[config.mk]
export PLATFORM = sky130hd
export DESIGN_NAME = timed_scroll_interpolator
export DESIGN_NICKNAME = d
export VERILOG_FILES = /design/src/rtl/tsi_pkg.sv /design/src/rtl/tsi_div.sv /design/src/rtl/timed_scroll_interpolator.sv
export SDC_FILE = /design/constraint.sdc
export NUM_CORES = 1
export LEC_CHECK = 0
export BUFFER_PORTS_ARGS = -buffer_cell sky130_fd_sc_hd__buf_4
export CORE_MARGIN = 2
export CORE_UTILIZATION = 66
export CTS_CLUSTER_SIZE = 25
export DETAILED_ROUTE_END_ITERATION = 10
export PLACE_DENSITY = 0.85
export SYNTH_ARGS = -nofsm -noshare
export SYNTH_HDL_FRONTEND = slang
export SYNTH_SLANG_ARGS = --single-unit
export TNS_END_PERCENT = 50
[constraint.sdc]
create_clock -name clk -period 15.5 [get_ports clk]
set_clock_uncertainty 0.2 [all_clocks]
set_input_delay 1.55 -clock clk [delete_from_list [all_inputs] [get_ports clk]]
set_output_delay 1.55 -clock clk [all_outputs]
set_load 0.1 [all_outputs]
[src/rtl/tsi_pkg.sv]
// ----------------------------------------------------------------------------
// tsi_pkg
// Shared types and constants for the timed scroll interpolator.
// ----------------------------------------------------------------------------
package tsi_pkg;

    localparam int POS_W  = 16;
    localparam int FINE_W = 3;
    localparam int FUNC_W = 3;
    localparam int IN_W   = 64;
    localparam int OUT_W  = 40;

    localparam logic [FINE_W-1:0] FINE_MAX    = 3'd7;
    localparam logic [POS_W-1:0]  ELAPSED_MAX = 16'hFFFF;

    // Command codes carried on s_tuser
    typedef enum logic [FUNC_W-1:0] {
        FUNC_TICK   = 3'd0,
        FUNC_START  = 3'd1,
        FUNC_SET_X  = 3'd2,
        FUNC_SET_Y  = 3'd3,
        FUNC_FINE_X = 3'd4,
        FUNC_FINE_Y = 3'd5,
        FUNC_RESET  = 3'd6
    } func_t;

    // Request to the shared multiply/divide unit
    typedef struct packed {
        logic             start;
        logic [POS_W-1:0] mag;
        logic [POS_W-1:0] mult;
        logic [POS_W-1:0] divisor;
    } div_req_t;

    // Response from the shared multiply/divide unit
    typedef struct packed {
        logic             done;
        logic [POS_W-1:0] quo;
    } div_rsp_t;

endpackage

[src/rtl/tsi_div.sv]
// ----------------------------------------------------------------------------
// tsi_div
// Shared unit: one registered 16x16 multiply, then a restoring divide that
// retires one quotient bit per cycle. Requires mag*mult < 2^16 * divisor.
// ----------------------------------------------------------------------------
module tsi_div
(
    input  logic               clk,
    input  logic               rst_n,
    input  tsi_pkg::div_req_t  req,
    output tsi_pkg::div_rsp_t  rsp
);

    localparam int W = tsi_pkg::POS_W;

    logic               busy_reg;
    logic               done_reg;
    logic [3:0]         cnt_reg;
    logic [W-1:0]       rem_reg;
    logic [W-1:0]       quo_reg;

    logic [2*W-1:0]     prod;
    logic [W:0]         shifted;
    logic [W:0]         trial;
    logic               fits;

    assign prod    = (2*W)'(req.mag) * (2*W)'(req.mult);
    assign shifted = {rem_reg, quo_reg[W-1]};
    assign trial   = shifted - {1'b0, req.divisor};
    assign fits    = shifted >= {1'b0, req.divisor};

    always_ff @(posedge clk or negedge rst_n)
    begin
        if (!rst_n)
        begin
            busy_reg <= 1'b0;
            done_reg <= 1'b0;
            cnt_reg  <= '0;
        end
        else
        begin
            done_reg <= 1'b0;
            if (req.start)
            begin
                busy_reg <= 1'b1;
                cnt_reg  <= '0;
            end
            else if (busy_reg)
            begin
                cnt_reg <= cnt_reg + 4'd1;
                if (cnt_reg == 4'(W-1))
                begin
                    busy_reg <= 1'b0;
                    done_reg <= 1'b1;
                end
            end
        end
    end

    // Upper product half is already below the divisor, so remainder stays 16 bits
    always_ff @(posedge clk)
    begin
        if (req.start)
        begin
            rem_reg <= prod[2*W-1:W];
            quo_reg <= prod[W-1:0];
        end
        else if (busy_reg)
        begin
            rem_reg <= fits ? trial[W-1:0] : shifted[W-1:0];
            quo_reg <= {quo_reg[W-2:0], fits};
        end
    end

    assign rsp.done = done_reg;
    assign rsp.quo  = quo_reg;

endmodule

[src/rtl/timed_scroll_interpolator.sv]
// Set, fine, reset, start-move, idle-tick and snapping-tick commands
//   land in the output register in the cycle after the input beat.
// An interpolating tick goes through an issue step, then per axis a load step
//   with the multiply, 16 divide steps and a done step of the shared unit.
// One command at a time: the next beat waits for an idle sequencer and a free
//   or draining output register. Reset (rst_n, async): all state zero but m_tdata.
// ----------------------------------------------------------------------------
// timed_scroll_interpolator
// Display scroll unit: X/Y scroll positions with fine offsets and a timed
// linear move, advanced by millisecond ticks. One result beat per command.
// ----------------------------------------------------------------------------
module timed_scroll_interpolator
(
    input  logic                         clk,
    input  logic                         rst_n,
    input  logic                         s_tvalid,
    output logic                         s_tready,
    // [15:0] dest_x, [31:16] dest_y, [47:32] time_ms, [63:48] value
    input  logic [tsi_pkg::IN_W-1:0]     s_tdata,
    // [2:0] func
    input  logic [tsi_pkg::FUNC_W-1:0]   s_tuser,
    output logic                         m_tvalid,
    input  logic                         m_tready,
    // [15:0] scroll_x, [31:16] scroll_y, [34:32] fine_x_out,
    // [37:35] fine_y_out, [38] moving, [39] tick_applied
    output logic [tsi_pkg::OUT_W-1:0]    m_tdata
);

    localparam int W  = tsi_pkg::POS_W;
    localparam int FW = tsi_pkg::FINE_W;

    // Sequencer: idle, then issue/wait on the shared unit for X, then for Y
    typedef enum logic [4:0] {
        ST_IDLE    = 5'b00001,
        ST_START_X = 5'b00010,
        ST_WAIT_X  = 5'b00100,
        ST_START_Y = 5'b01000,
        ST_WAIT_Y  = 5'b10000
    } state_t;

    state_t state_reg, state_next;

    logic [W-1:0]  pos_x_reg, pos_x_next;
    logic [W-1:0]  pos_y_reg, pos_y_next;
    logic [FW-1:0] fine_x_reg, fine_x_next;
    logic [FW-1:0] fine_y_reg, fine_y_next;
    logic [W-1:0]  start_x_reg, start_x_next;
    logic [W-1:0]  start_y_reg, start_y_next;
    logic [W-1:0]  goal_x_reg, goal_x_next;
    logic [W-1:0]  goal_y_reg, goal_y_next;
    logic [W-1:0]  dur_reg, dur_next;
    logic [W-1:0]  elapsed_reg, elapsed_next;
    logic          active_reg, active_next;
    logic          out_valid_reg, out_valid_next;
    logic [tsi_pkg::OUT_W-1:0] out_data_reg, out_data_next;

    // Input beat fields
    logic [W-1:0]  in_tx, in_ty, in_tms, in_val;
    tsi_pkg::func_t in_func;
    logic          accept;

    // Tick arithmetic
    logic [W:0]    e_sum;
    logic [W-1:0]  e_sat;
    logic [FW-1:0] val_clamped;

    // Shared-axis interpolation
    logic          sel_y;
    logic [W-1:0]  ax_start, ax_goal;
    logic [W:0]    ax_diff, ax_mag;
    logic          ax_neg;
    logic [W-1:0]  ax_q, ax_new;

    logic          load_out;
    logic          applied;

    tsi_pkg::div_req_t div_req;
    tsi_pkg::div_rsp_t div_rsp;

    assign in_tx   = s_tdata[15:0];
    assign in_ty   = s_tdata[31:16];
    assign in_tms  = s_tdata[47:32];
    assign in_val  = s_tdata[63:48];
    assign in_func = tsi_pkg::func_t'(s_tuser);

    // Take a beat only when idle and the output slot is empty or draining
    assign s_tready = (state_reg == ST_IDLE) && (!out_valid_reg || m_tready);
    assign accept   = s_tvalid && s_tready;

    // Elapsed time saturates at the top of its range
    assign e_sum = {1'b0, elapsed_reg} + {1'b0, in_tms};
    assign e_sat = e_sum[W] ? tsi_pkg::ELAPSED_MAX : e_sum[W-1:0];

    // Clamp a signed fine offset to 0..7
    always_comb
    begin
        priority if (in_val[W-1])
            val_clamped = '0;
        else if (in_val > W'(tsi_pkg::FINE_MAX))
            val_clamped = tsi_pkg::FINE_MAX;
        else
            val_clamped = in_val[FW-1:0];
    end

    // One axis at a time goes through the shared unit as |goal-start|*elapsed/dur;
    // the sign is put back afterwards, which truncates toward zero
    assign sel_y    = (state_reg == ST_START_Y) || (state_reg == ST_WAIT_Y);
    assign ax_start = sel_y ? start_y_reg : start_x_reg;
    assign ax_goal  = sel_y ? goal_y_reg  : goal_x_reg;
    assign ax_diff  = {ax_goal[W-1], ax_goal} - {ax_start[W-1], ax_start};
    assign ax_neg   = ax_diff[W];
    assign ax_mag   = ax_neg ? (~ax_diff + (W+1)'(1)) : ax_diff;
    assign ax_q     = ax_neg ? (~div_rsp.quo + W'(1)) : div_rsp.quo;
    assign ax_new   = ax_start + ax_q;

    assign div_req.start   = (state_reg == ST_START_X) || (state_reg == ST_START_Y);
    assign div_req.mag     = ax_mag[W-1:0];
    assign div_req.mult    = elapsed_reg;
    assign div_req.divisor = dur_reg;

    tsi_div u_div
    (
        .clk   (clk),
        .rst_n (rst_n),
        .req   (div_req),
        .rsp   (div_rsp)
    );

    always_comb
    begin
        state_next   = state_reg;
        pos_x_next   = pos_x_reg;
        pos_y_next   = pos_y_reg;
        fine_x_next  = fine_x_reg;
        fine_y_next  = fine_y_reg;
        start_x_next = start_x_reg;
        start_y_next = start_y_reg;
        goal_x_next  = goal_x_reg;
        goal_y_next  = goal_y_reg;
        dur_next     = dur_reg;
        elapsed_next = elapsed_reg;
        active_next  = active_reg;
        load_out     = 1'b0;
        applied      = 1'b0;

        unique case (state_reg)
            ST_IDLE:
            begin
                if (accept)
                begin
                    unique case (in_func)
                        tsi_pkg::FUNC_TICK:
                        begin
                            if (active_reg)
                            begin
                                elapsed_next = e_sat;
                                fine_x_next  = '0;
                                fine_y_next  = '0;
                                if (e_sat >= dur_reg)
                                begin
                                    // Move has run its course: snap to the goal
                                    pos_x_next  = goal_x_reg;
                                    pos_y_next  = goal_y_reg;
                                    active_next = 1'b0;
                                    load_out    = 1'b1;
                                    applied     = 1'b1;
                                end
                                else
                                begin
                                    state_next = ST_START_X;
                                end
                            end
                            else
                            begin
                                load_out = 1'b1;
                            end
                        end
                        tsi_pkg::FUNC_START:
                        begin
                            goal_x_next  = in_tx;
                            goal_y_next  = in_ty;
                            start_x_next = pos_x_reg;
                            start_y_next = pos_y_reg;
                            dur_next     = in_tms;
                            elapsed_next = '0;
                            active_next  = 1'b1;
                            load_out     = 1'b1;
                        end
                        tsi_pkg::FUNC_SET_X:
                        begin
                            pos_x_next  = in_val;
                            fine_x_next = '0;
                            load_out    = 1'b1;
                        end
                        tsi_pkg::FUNC_SET_Y:
                        begin
                            pos_y_next  = in_val;
                            fine_y_next = '0;
                            load_out    = 1'b1;
                        end
                        tsi_pkg::FUNC_FINE_X:
                        begin
                            fine_x_next = val_clamped;
                            load_out    = 1'b1;
                        end
                        tsi_pkg::FUNC_FINE_Y:
                        begin
                            fine_y_next = val_clamped;
                            load_out    = 1'b1;
                        end
                        tsi_pkg::FUNC_RESET:
                        begin
                            pos_x_next  = '0;
                            pos_y_next  = '0;
                            fine_x_next = '0;
                            fine_y_next = '0;
                            active_next = 1'b0;
                            load_out    = 1'b1;
                        end
                        default:
                        begin
                            // Unused code: report unchanged state
                            load_out = 1'b1;
                        end
                    endcase
                end
            end
            ST_START_X:
            begin
                state_next = ST_WAIT_X;
            end
            ST_WAIT_X:
            begin
                if (div_rsp.done)
                begin
                    pos_x_next = ax_new;
                    state_next = ST_START_Y;
                end
            end
            ST_START_Y:
            begin
                state_next = ST_WAIT_Y;
            end
            ST_WAIT_Y:
            begin
                if (div_rsp.done)
                begin
                    pos_y_next = ax_new;
                    load_out   = 1'b1;
                    applied    = 1'b1;
                    state_next = ST_IDLE;
                end
            end
            default:
            begin
                state_next = ST_IDLE;
            end
        endcase
    end

    // Output register: load the post-command state, drop it once taken
    always_comb
    begin
        out_data_next  = out_data_reg;
        out_valid_next = out_valid_reg && !m_tready;
        if (load_out)
        begin
            out_valid_next = 1'b1;
            out_data_next  = {applied, active_next, fine_y_next, fine_x_next,
                              pos_y_next, pos_x_next};
        end
    end

    always_ff @(posedge clk or negedge rst_n)
    begin
        if (!rst_n)
        begin
            state_reg     <= ST_IDLE;
            pos_x_reg     <= '0;
            pos_y_reg     <= '0;
            fine_x_reg    <= '0;
            fine_y_reg    <= '0;
            start_x_reg   <= '0;
            start_y_reg   <= '0;
            goal_x_reg    <= '0;
            goal_y_reg    <= '0;
            dur_reg       <= '0;
            elapsed_reg   <= '0;
            active_reg    <= 1'b0;
            out_valid_reg <= 1'b0;
        end
        else
        begin
            state_reg     <= state_next;
            pos_x_reg     <= pos_x_next;
            pos_y_reg     <= pos_y_next;
            fine_x_reg    <= fine_x_next;
            fine_y_reg    <= fine_y_next;
            start_x_reg   <= start_x_next;
            start_y_reg   <= start_y_next;
            goal_x_reg    <= goal_x_next;
            goal_y_reg    <= goal_y_next;
            dur_reg       <= dur_next;
            elapsed_reg   <= elapsed_next;
            active_reg    <= active_next;
            out_valid_reg <= out_valid_next;
        end
    end

    always_ff @(posedge clk)
    begin
        out_data_reg <= out_data_next;
    end

    assign m_tvalid = out_valid_reg;
    assign m_tdata  = out_data_reg;

endmodule

==> results.py, run 1 <==
metrics = {
    "outcome": {
        "run_status": "finished clean",
    },
    "worst_setup_path": {
        "critical_path.most_common_cell": "fa_1",
        "startpoint_type": "flop",
        "cp.required_ns": 15.54,
        "worstPathArrival_ns": 12.00,
        "worst_path_max_delay_cell": "xnor2_2",
        "cp_num_buf_inv": 3,
        "crit_family": "adder cells",
        "critical-path-max-stage-delay_ns": 0.78,
        "critPathMaxFanout": 16,
        "path_class": "flop to flop",
        "endpoint_kind": "flop",
    },
    "logic_synthesis": {
        "synth_top_area_cell": "fa_1",
        "ys_seq_area_share_pct": 26.56,
        "synth_top_area_share_pct": 18.02,
        "async_flop_share_pct": 67.12,
        "syn_avg_cell_area_um2": 9.397,
        "synth_edf_count": 72,
        "yosys_warnings": 0,
        "synth_area_um2": 22000,
        "synth-seq-cells": 219,
        "yosys_most_used_dff": "dfrtp_1",
        "synth_top_cells_by_area": "fa_1, dfrtp_1, ha_1",
        "syn-num-nets": 2788,
        "yosysUniqueCellTypes": 93,
        "synthCells": 2341,
    },
    "finish": {
        "num-fill-cells": 2340,
        "largest_reg_flops": 40,
        "layout-drive-gt1-share_pct": 11.74,
        "regArea_um2": 5842,
        "nets": 2858,
        "postLayoutCoreUtil_pct": 73.35,
        "diodes": 0,
        "multiInputGateArea_um2": 14770,
        "area_delta_synth_final_pct": 9.032,
    },
    "floorplan": {
        "row_count": 66,
        "dieArea_um2": 34810,
        "die_w_um": 186.6,
        "die_h_um": 186.6,
        "boundaryPins": 113,
        "core_area_um2": 32700,
        "initial_core_util_pct": 67.27,
    },
    "timing": {
        "max_freq_mhz": 83.61,
        "rsz0062_at_grt": "false",
        "period_share_pct": 77.17,
        "worstMarginPinSlew_ns": 1.314,
        "setup-tns-final_ns": 0,
        "relSlewSlack_pct": 11.83,
        "timing_hold_violations_final": 0,
        "slew_viol_final": 0,
        "setup_viol": 0,
        "period_needed_ns": 11.96,
    },
    "place": {
        "gp_congestion": 0.9654,
        "hpwl_mm": 46.88,
        "portBuffers": 112,
    },
    "clock_tree": {
        "clkLatencyLatePin_ns": 0.52,
        "cts-buffers-inserted": 22,
        "cts_tree": "built",
        "holdBufCountCts": 0,
        "root_buffer": "clkbuf_16",
        "cts_setup_buffers": 0,
        "cts_num_sinks": 219,
        "path_clk_slew_ns": 0.06,
        "ctsHtreeMaxLevel": 1,
        "cts_resized": 0,
        "cts_max_path_buffers": 3,
    },
    "worst_hold_path": {
        "hold_class": "flop to flop",
    },
    "grt": {
        "grt_pass1_wl_mm": 98.08,
        "grt_pass1_vias": 18830,
        "overflow": 0,
        "grtUsageTotal_pct": 35.27,
        "grt_max_degree": 84,
        "antenna_found_initial": 0,
    },
    "route": {
        "firstDrtPassIters": 6,
        "wl_per_cell_um": 21.02,
        "dr_total_vias": 18070,
        "drtAntennaViolNets": 0,
        "drc": 0,
        "vias_per_cell": 6.297,
        "drt_wl_total_mm": 60.31,
        "drtIter0Drc": 1447,
    },
    "job": {
        "drv_cap": 0,
    },
}
-- layer usage --
layer / part of all wire (%) / vias to the layer above / GRT usage [%]
li1: - / 8011 / -
met1: 38 / 9037 / 44.75
met2: 50 / 828 / 61.54
met3: 7.0 / 191 / 4.570
met4: 4.6 / 0 / 14.10
met5: 0 / - / 0
-- placed cells by master (no fill, tap or decap), types with 29 or more instances in the layout --
master	instances
a22oi_1	33
ha_1	178
xor2_1	29
fa_1	198
dfrtp_1	146
nor3_1	32
nor2b_1	40
a21oi_1	94
nand2_1	296
inv_1	279
xnor2_1	72
a21o_1	38
buf_4	139
edfxtp_1	72
nor2_1	100
nand3_1	30
and2_1	119
o21ai_0	115
mux2_2	79
-- worst paths after layout --
check / start / to / slack [ns] / depth (start not counted)
worst max register to register: state_reg[1]$_DFFE_PN0P_ / u_div.rem_reg[13]$_DFFE_PP_ / 3.54 / 37
min in group asynchronous: rst_n / start_x_reg[10]$_DFFE_PN0P_ / 0.83 / 1
max in group asynchronous: rst_n / dur_reg[14]$_DFFE_PN0P_ / 12.74 / 2
worst min-delay path: fine_y_reg[2]$_DFF_PN0_ / fine_y_reg[2]$_DFF_PN0_ / 0.30 / 2
worst min register to register: fine_y_reg[2]$_DFF_PN0_ / fine_y_reg[2]$_DFF_PN0_ / 0.30 / 2
worst max-delay path: state_reg[1]$_DFFE_PN0P_ / u_div.rem_reg[13]$_DFFE_PP_ / 3.54 / 37
-- cell families (layout without fill, tap and decap cells) --
family          after synthesis  in the layout  synth area share (%)
compound gates              431            431                 12.86
simple gates                726            726                 16.18
fa+ha+maj                   379            379                 28.28
flops                       219            219                 26.56
buf+inv                     374            460                 6.507
mux                         107            107                 5.318
xor+xnor                    105            105                 4.300
-- final cells by class --
type                       count  share of cell area, %
clock buffer                  31                  2.697
clock inverter                 9                 0.2869
inverter                     280                  4.382
multi-input combinational   1748                  61.58
sequential                   219                  24.36
tap                          442                  2.306
timing repair buffer         140                  4.397
-- per-stage QoR --
step | worst slack (ns) | std cells | hold WS [ns] | cell area (um^2)
floorplan | 4.940 | 2341 | 0.2507 | 22000
global placement | 4.082 | 2829 | 0.2833 | 23270
detailed placement | 3.648 | 2829 | 0.2808 | 23270
CTS | 3.625 | 2869 | 0.2959 | 23990
global route | 2.862 | 2869 | 0.3122 | 23990
finish | 3.539 | 2869 | 0.3028 | 23990
-- Yosys cell counts (29+ instances only) --
| library cell | count |
|---|---|
| xnor2_1 | 74 |
| xor2_1 | 29 |
| mux2_2 | 79 |
| clkbuf_1 | 81 |
| fa_1 | 198 |
| a21oi_1 | 95 |
| nor3_1 | 32 |
| nand3_1 | 30 |
| nor2_1 | 100 |
| edfxtp_1 | 72 |
| nor2b_1 | 40 |
| ha_1 | 178 |
| o21ai_0 | 116 |
| and2_1 | 119 |
| a22oi_1 | 33 |
| dfrtp_1 | 146 |
| a21o_1 | 38 |
| inv_1 | 279 |
| nand2_1 | 297 |
-- worst min-delay path, delay by kind of cell, from the launching register on --
kind	cells	cell delay [ns]
flops	1	0.32
compound gates	1	0.10
simple gates	1	0.04
Power of run 1 is left out: the tool's default activity adds up to more than one toggle a clock period on the data nets, which glitch-free logic cannot reach.
==> run 2: changes to the inputs <==
--- a/config.mk
+++ b/config.mk
@@ -5,12 +5,13 @@
 export SDC_FILE = /design/constraint.sdc
 export NUM_CORES = 1
 export LEC_CHECK = 0
+export ABC_AREA = 1
 export BUFFER_PORTS_ARGS = -buffer_cell sky130_fd_sc_hd__buf_4
 export CORE_MARGIN = 2
-export CORE_UTILIZATION = 66
+export CORE_UTILIZATION = 58
 export CTS_CLUSTER_SIZE = 25
 export DETAILED_ROUTE_END_ITERATION = 10
-export PLACE_DENSITY = 0.85
+export PLACE_DENSITY = 0.79
 export SYNTH_ARGS = -nofsm -noshare
 export SYNTH_HDL_FRONTEND = slang
 export SYNTH_SLANG_ARGS = --single-unit
==> constraint.sdc (replaced) <==
create_clock -name clk -period 10.6 [get_ports clk]
set_clock_uncertainty 0.2 [all_clocks]
set_input_delay 1.06 -clock clk [delete_from_list [all_inputs] [get_ports clk]]
set_output_delay 1.06 -clock clk [all_outputs]
set_load 0.1 [all_outputs]
==> run 2 against run 1 <==
Sequential cell count did not move. Via count rose by 12%. Setup slack got worse by 2.9 ns. Final area rose by 3.6%. Non-clock buffer count fell by 2. Routed wire length rose by 14%. Synthesized cell count rose by 21%. Count of clock-buffer cells in the layout fell by 5. Die area rose by 16%. Highest routed layer unchanged.
==> results.py, run 2 <==
metrics = {
    "route": {
        "vias_per_cell": 5.901,
        "firstDrtPassIters": 7,
        "drtIter0Drc": 1875,
        "drt_wl_total_mm": 68.98,
        "wl_per_cell_um": 20.04,
        "dr_total_vias": 20320,
        "drc": 0,
        "drtAntennaViolNets": 0,
    },
    "logic_synthesis": {
        "synth_top_cells_by_area": "fa_1, dfrtp_1, ha_1",
        "synth_edf_count": 72,
        "synthCells": 2825,
        "yosys_most_used_dff": "dfrtp_1",
        "syn-num-nets": 3272,
        "synth_area_um2": 22590,
        "synth_top_area_cell": "fa_1",
        "async_flop_share_pct": 67.12,
        "ys_top_cells_by_count": "nand2_1, inv_1, nor2_1",
        "yosysMostFrequentCell": "nand2_1",
        "yosys_warnings": 0,
        "ys_seq_area_share_pct": 25.86,
        "synth-seq-cells": 219,
        "yosysUniqueCellTypes": 66,
        "syn_avg_cell_area_um2": 7.997,
        "synth_top_area_share_pct": 17.54,
    },
    "floorplan": {
        "die_w_um": 201.4,
        "die_h_um": 201.4,
        "core_area_um2": 38560,
        "initial_core_util_pct": 58.60,
        "boundaryPins": 113,
        "row_count": 72,
        "dieArea_um2": 40550,
    },
    "place": {
        "placed_area_um2": 23930,
        "gp_congestion": 0.9779,
        "hpwl_mm": 53.71,
        "portBuffers": 112,
    },
    "clock_tree": {
        "cts_setup_buffers": 0,
        "cts-buffers-inserted": 25,
        "path_clk_slew_ns": 0.06,
        "cts_num_sinks": 219,
        "ctsHtreeMaxLevel": 1,
        "cts_tree": "built",
        "cts_max_path_buffers": 3,
        "root_buffer": "clkbuf_16",
        "clkLatencyLatePin_ns": 0.56,
    },
    "finish": {
        "layout-drive-gt1-share_pct": 10.97,
        "design_area_um2": 24840,
        "area_delta_synth_final_pct": 9.963,
        "final_cell_mix": "nand2_1, inv_1, nor2_1",
        "final_common_cell": "nand2_1",
        "largest_reg_flops": 40,
        "diodes": 0,
        "nets": 3353,
    },
    "grt": {
        "grt_pass1_vias": 20580,
        "antenna_found_initial": 0,
        "grt_pass1_wl_mm": 109.0,
        "grt_max_degree": 111,
        "grtUsageTotal_pct": 34.18,
        "overflow": 0,
    },
    "timing": {
        "slew_viol_final": 0,
        "worstMarginPinSlew_ns": 1.227,
        "relSlewSlack_pct": 17.97,
        "setup_viol": 0,
        "period_needed_ns": 9.954,
        "timing_hold_violations_final": 0,
        "period_share_pct": 93.91,
        "max_freq_mhz": 100.5,
    },
    "worst_setup_path": {
        "startpoint_type": "flop",
        "cp.required_ns": 10.68,
        "endpoint_kind": "flop",
        "r2r_end": "u_div.rem_reg[13]$_DFFE_PP_",
        "critical_path.most_common_cell": "nand2_1",
        "startpoint": "state_reg[1]$_DFFE_PN0P_",
        "worst_path_max_delay_cell": "fa_1",
        "reg2reg_from": "state_reg[1]$_DFFE_PN0P_",
        "critical-path-max-stage-delay_ns": 0.54,
        "worstPathArrival_ns": 10.04,
        "critPathMaxFanout": 28,
        "path_class": "flop to flop",
        "r2r_setup_slack_ns": 0.65,
        "worstRegToRegCells": 46,
        "crit_end": "u_div.rem_reg[13]$_DFFE_PP_",
    },
    "job": {
        "drv_cap": 0,
    },
    "worst_hold_path": {
        "hold_class": "flop to flop",
    },
    "outcome": {
        "run_status": "finished clean",
    },
}
-- run 2: area by class of cell --
cell class	count	area, um^2
clock buffers	26	629.4
clock inverters	20	245.2
multi-input cells	2034	14600
well taps	518	648.1
repair buffers	138	1040
inverters	488	1841
flip-flops and latches	219	5842
fillers	3327	13710
-- run 2: worst max-delay path, delay by kind of cell (launching register included) --
kind            cells  cell delay [ns]
compound gates      7             1.10
fa+ha+maj           8             3.80
simple gates       23             2.95
flops               1             0.43
mux                 1             0.37
buf+inv             6             0.49
xor+xnor            1             0.36
-- run 2: per-stage QoR --
step	instances	TNS (ns)	worst slack, ns	hold WS [ns]	util (%)
floorplan	2825	0	1.532	0.2476	-
global placement	3396	0	0.6274	0.2668	62.07
detailed placement	3396	0	0.4169	0.2752	62.07
CTS	3442	0	0.3726	0.2894	64.33
global route	3443	-0.009364	-0.009364	0.3132	64.43
finish	3443	0	0.6458	0.2810	64.43
-- run 2: per-layer routing --
metal / global-route usage [%] / vias to the layer above / wire [um]
li1: - / 9250 / -
met1: 43.50 / 9809 / 26660
met2: 57.07 / 1010 / 32610
met3: 4.859 / 249 / 5678
met4: 17.65 / 0 / 4034
met5: 0 / - / 0
-- run 2: what timing repair did --
item,in CTS,in global routing
hold buffers,0,0
gates resized for setup,0,11
setup endpoints to repair,0,10
-- run 2: worst min path at each step --
stage / start / cells past startpoint / to / slack [ns]
2_1_floorplan: start_y_reg[0]$_DFFE_PN0P_ / 2 / start_y_reg[0]$_DFFE_PN0P_ / 0.25
3_3_place_gp: start_x_reg[7]$_DFFE_PN0P_ / 2 / start_x_reg[7]$_DFFE_PN0P_ / 0.27
3_5_place_dp: start_x_reg[8]$_DFFE_PN0P_ / 2 / start_x_reg[8]$_DFFE_PN0P_ / 0.28
4_1_cts: start_x_reg[8]$_DFFE_PN0P_ / 2 / start_x_reg[8]$_DFFE_PN0P_ / 0.29
5_1_grt: start_x_reg[11]$_DFFE_PN0P_ / 2 / start_x_reg[11]$_DFFE_PN0P_ / 0.31
6_report: start_x_reg[8]$_DFFE_PN0P_ / 2 / start_x_reg[8]$_DFFE_PN0P_ / 0.28
-- run 2: cell families after synthesis --
family | Yosys count | synth area share (%)
mux | 27 | 1.335
xor+xnor | 58 | 2.415
simple gates | 1055 | 20.51
fa+ha+maj | 376 | 27.40
buf+inv | 573 | 9.752
flops | 219 | 25.86
compound gates | 517 | 12.73
Power of run 2 is left out for the same reason.
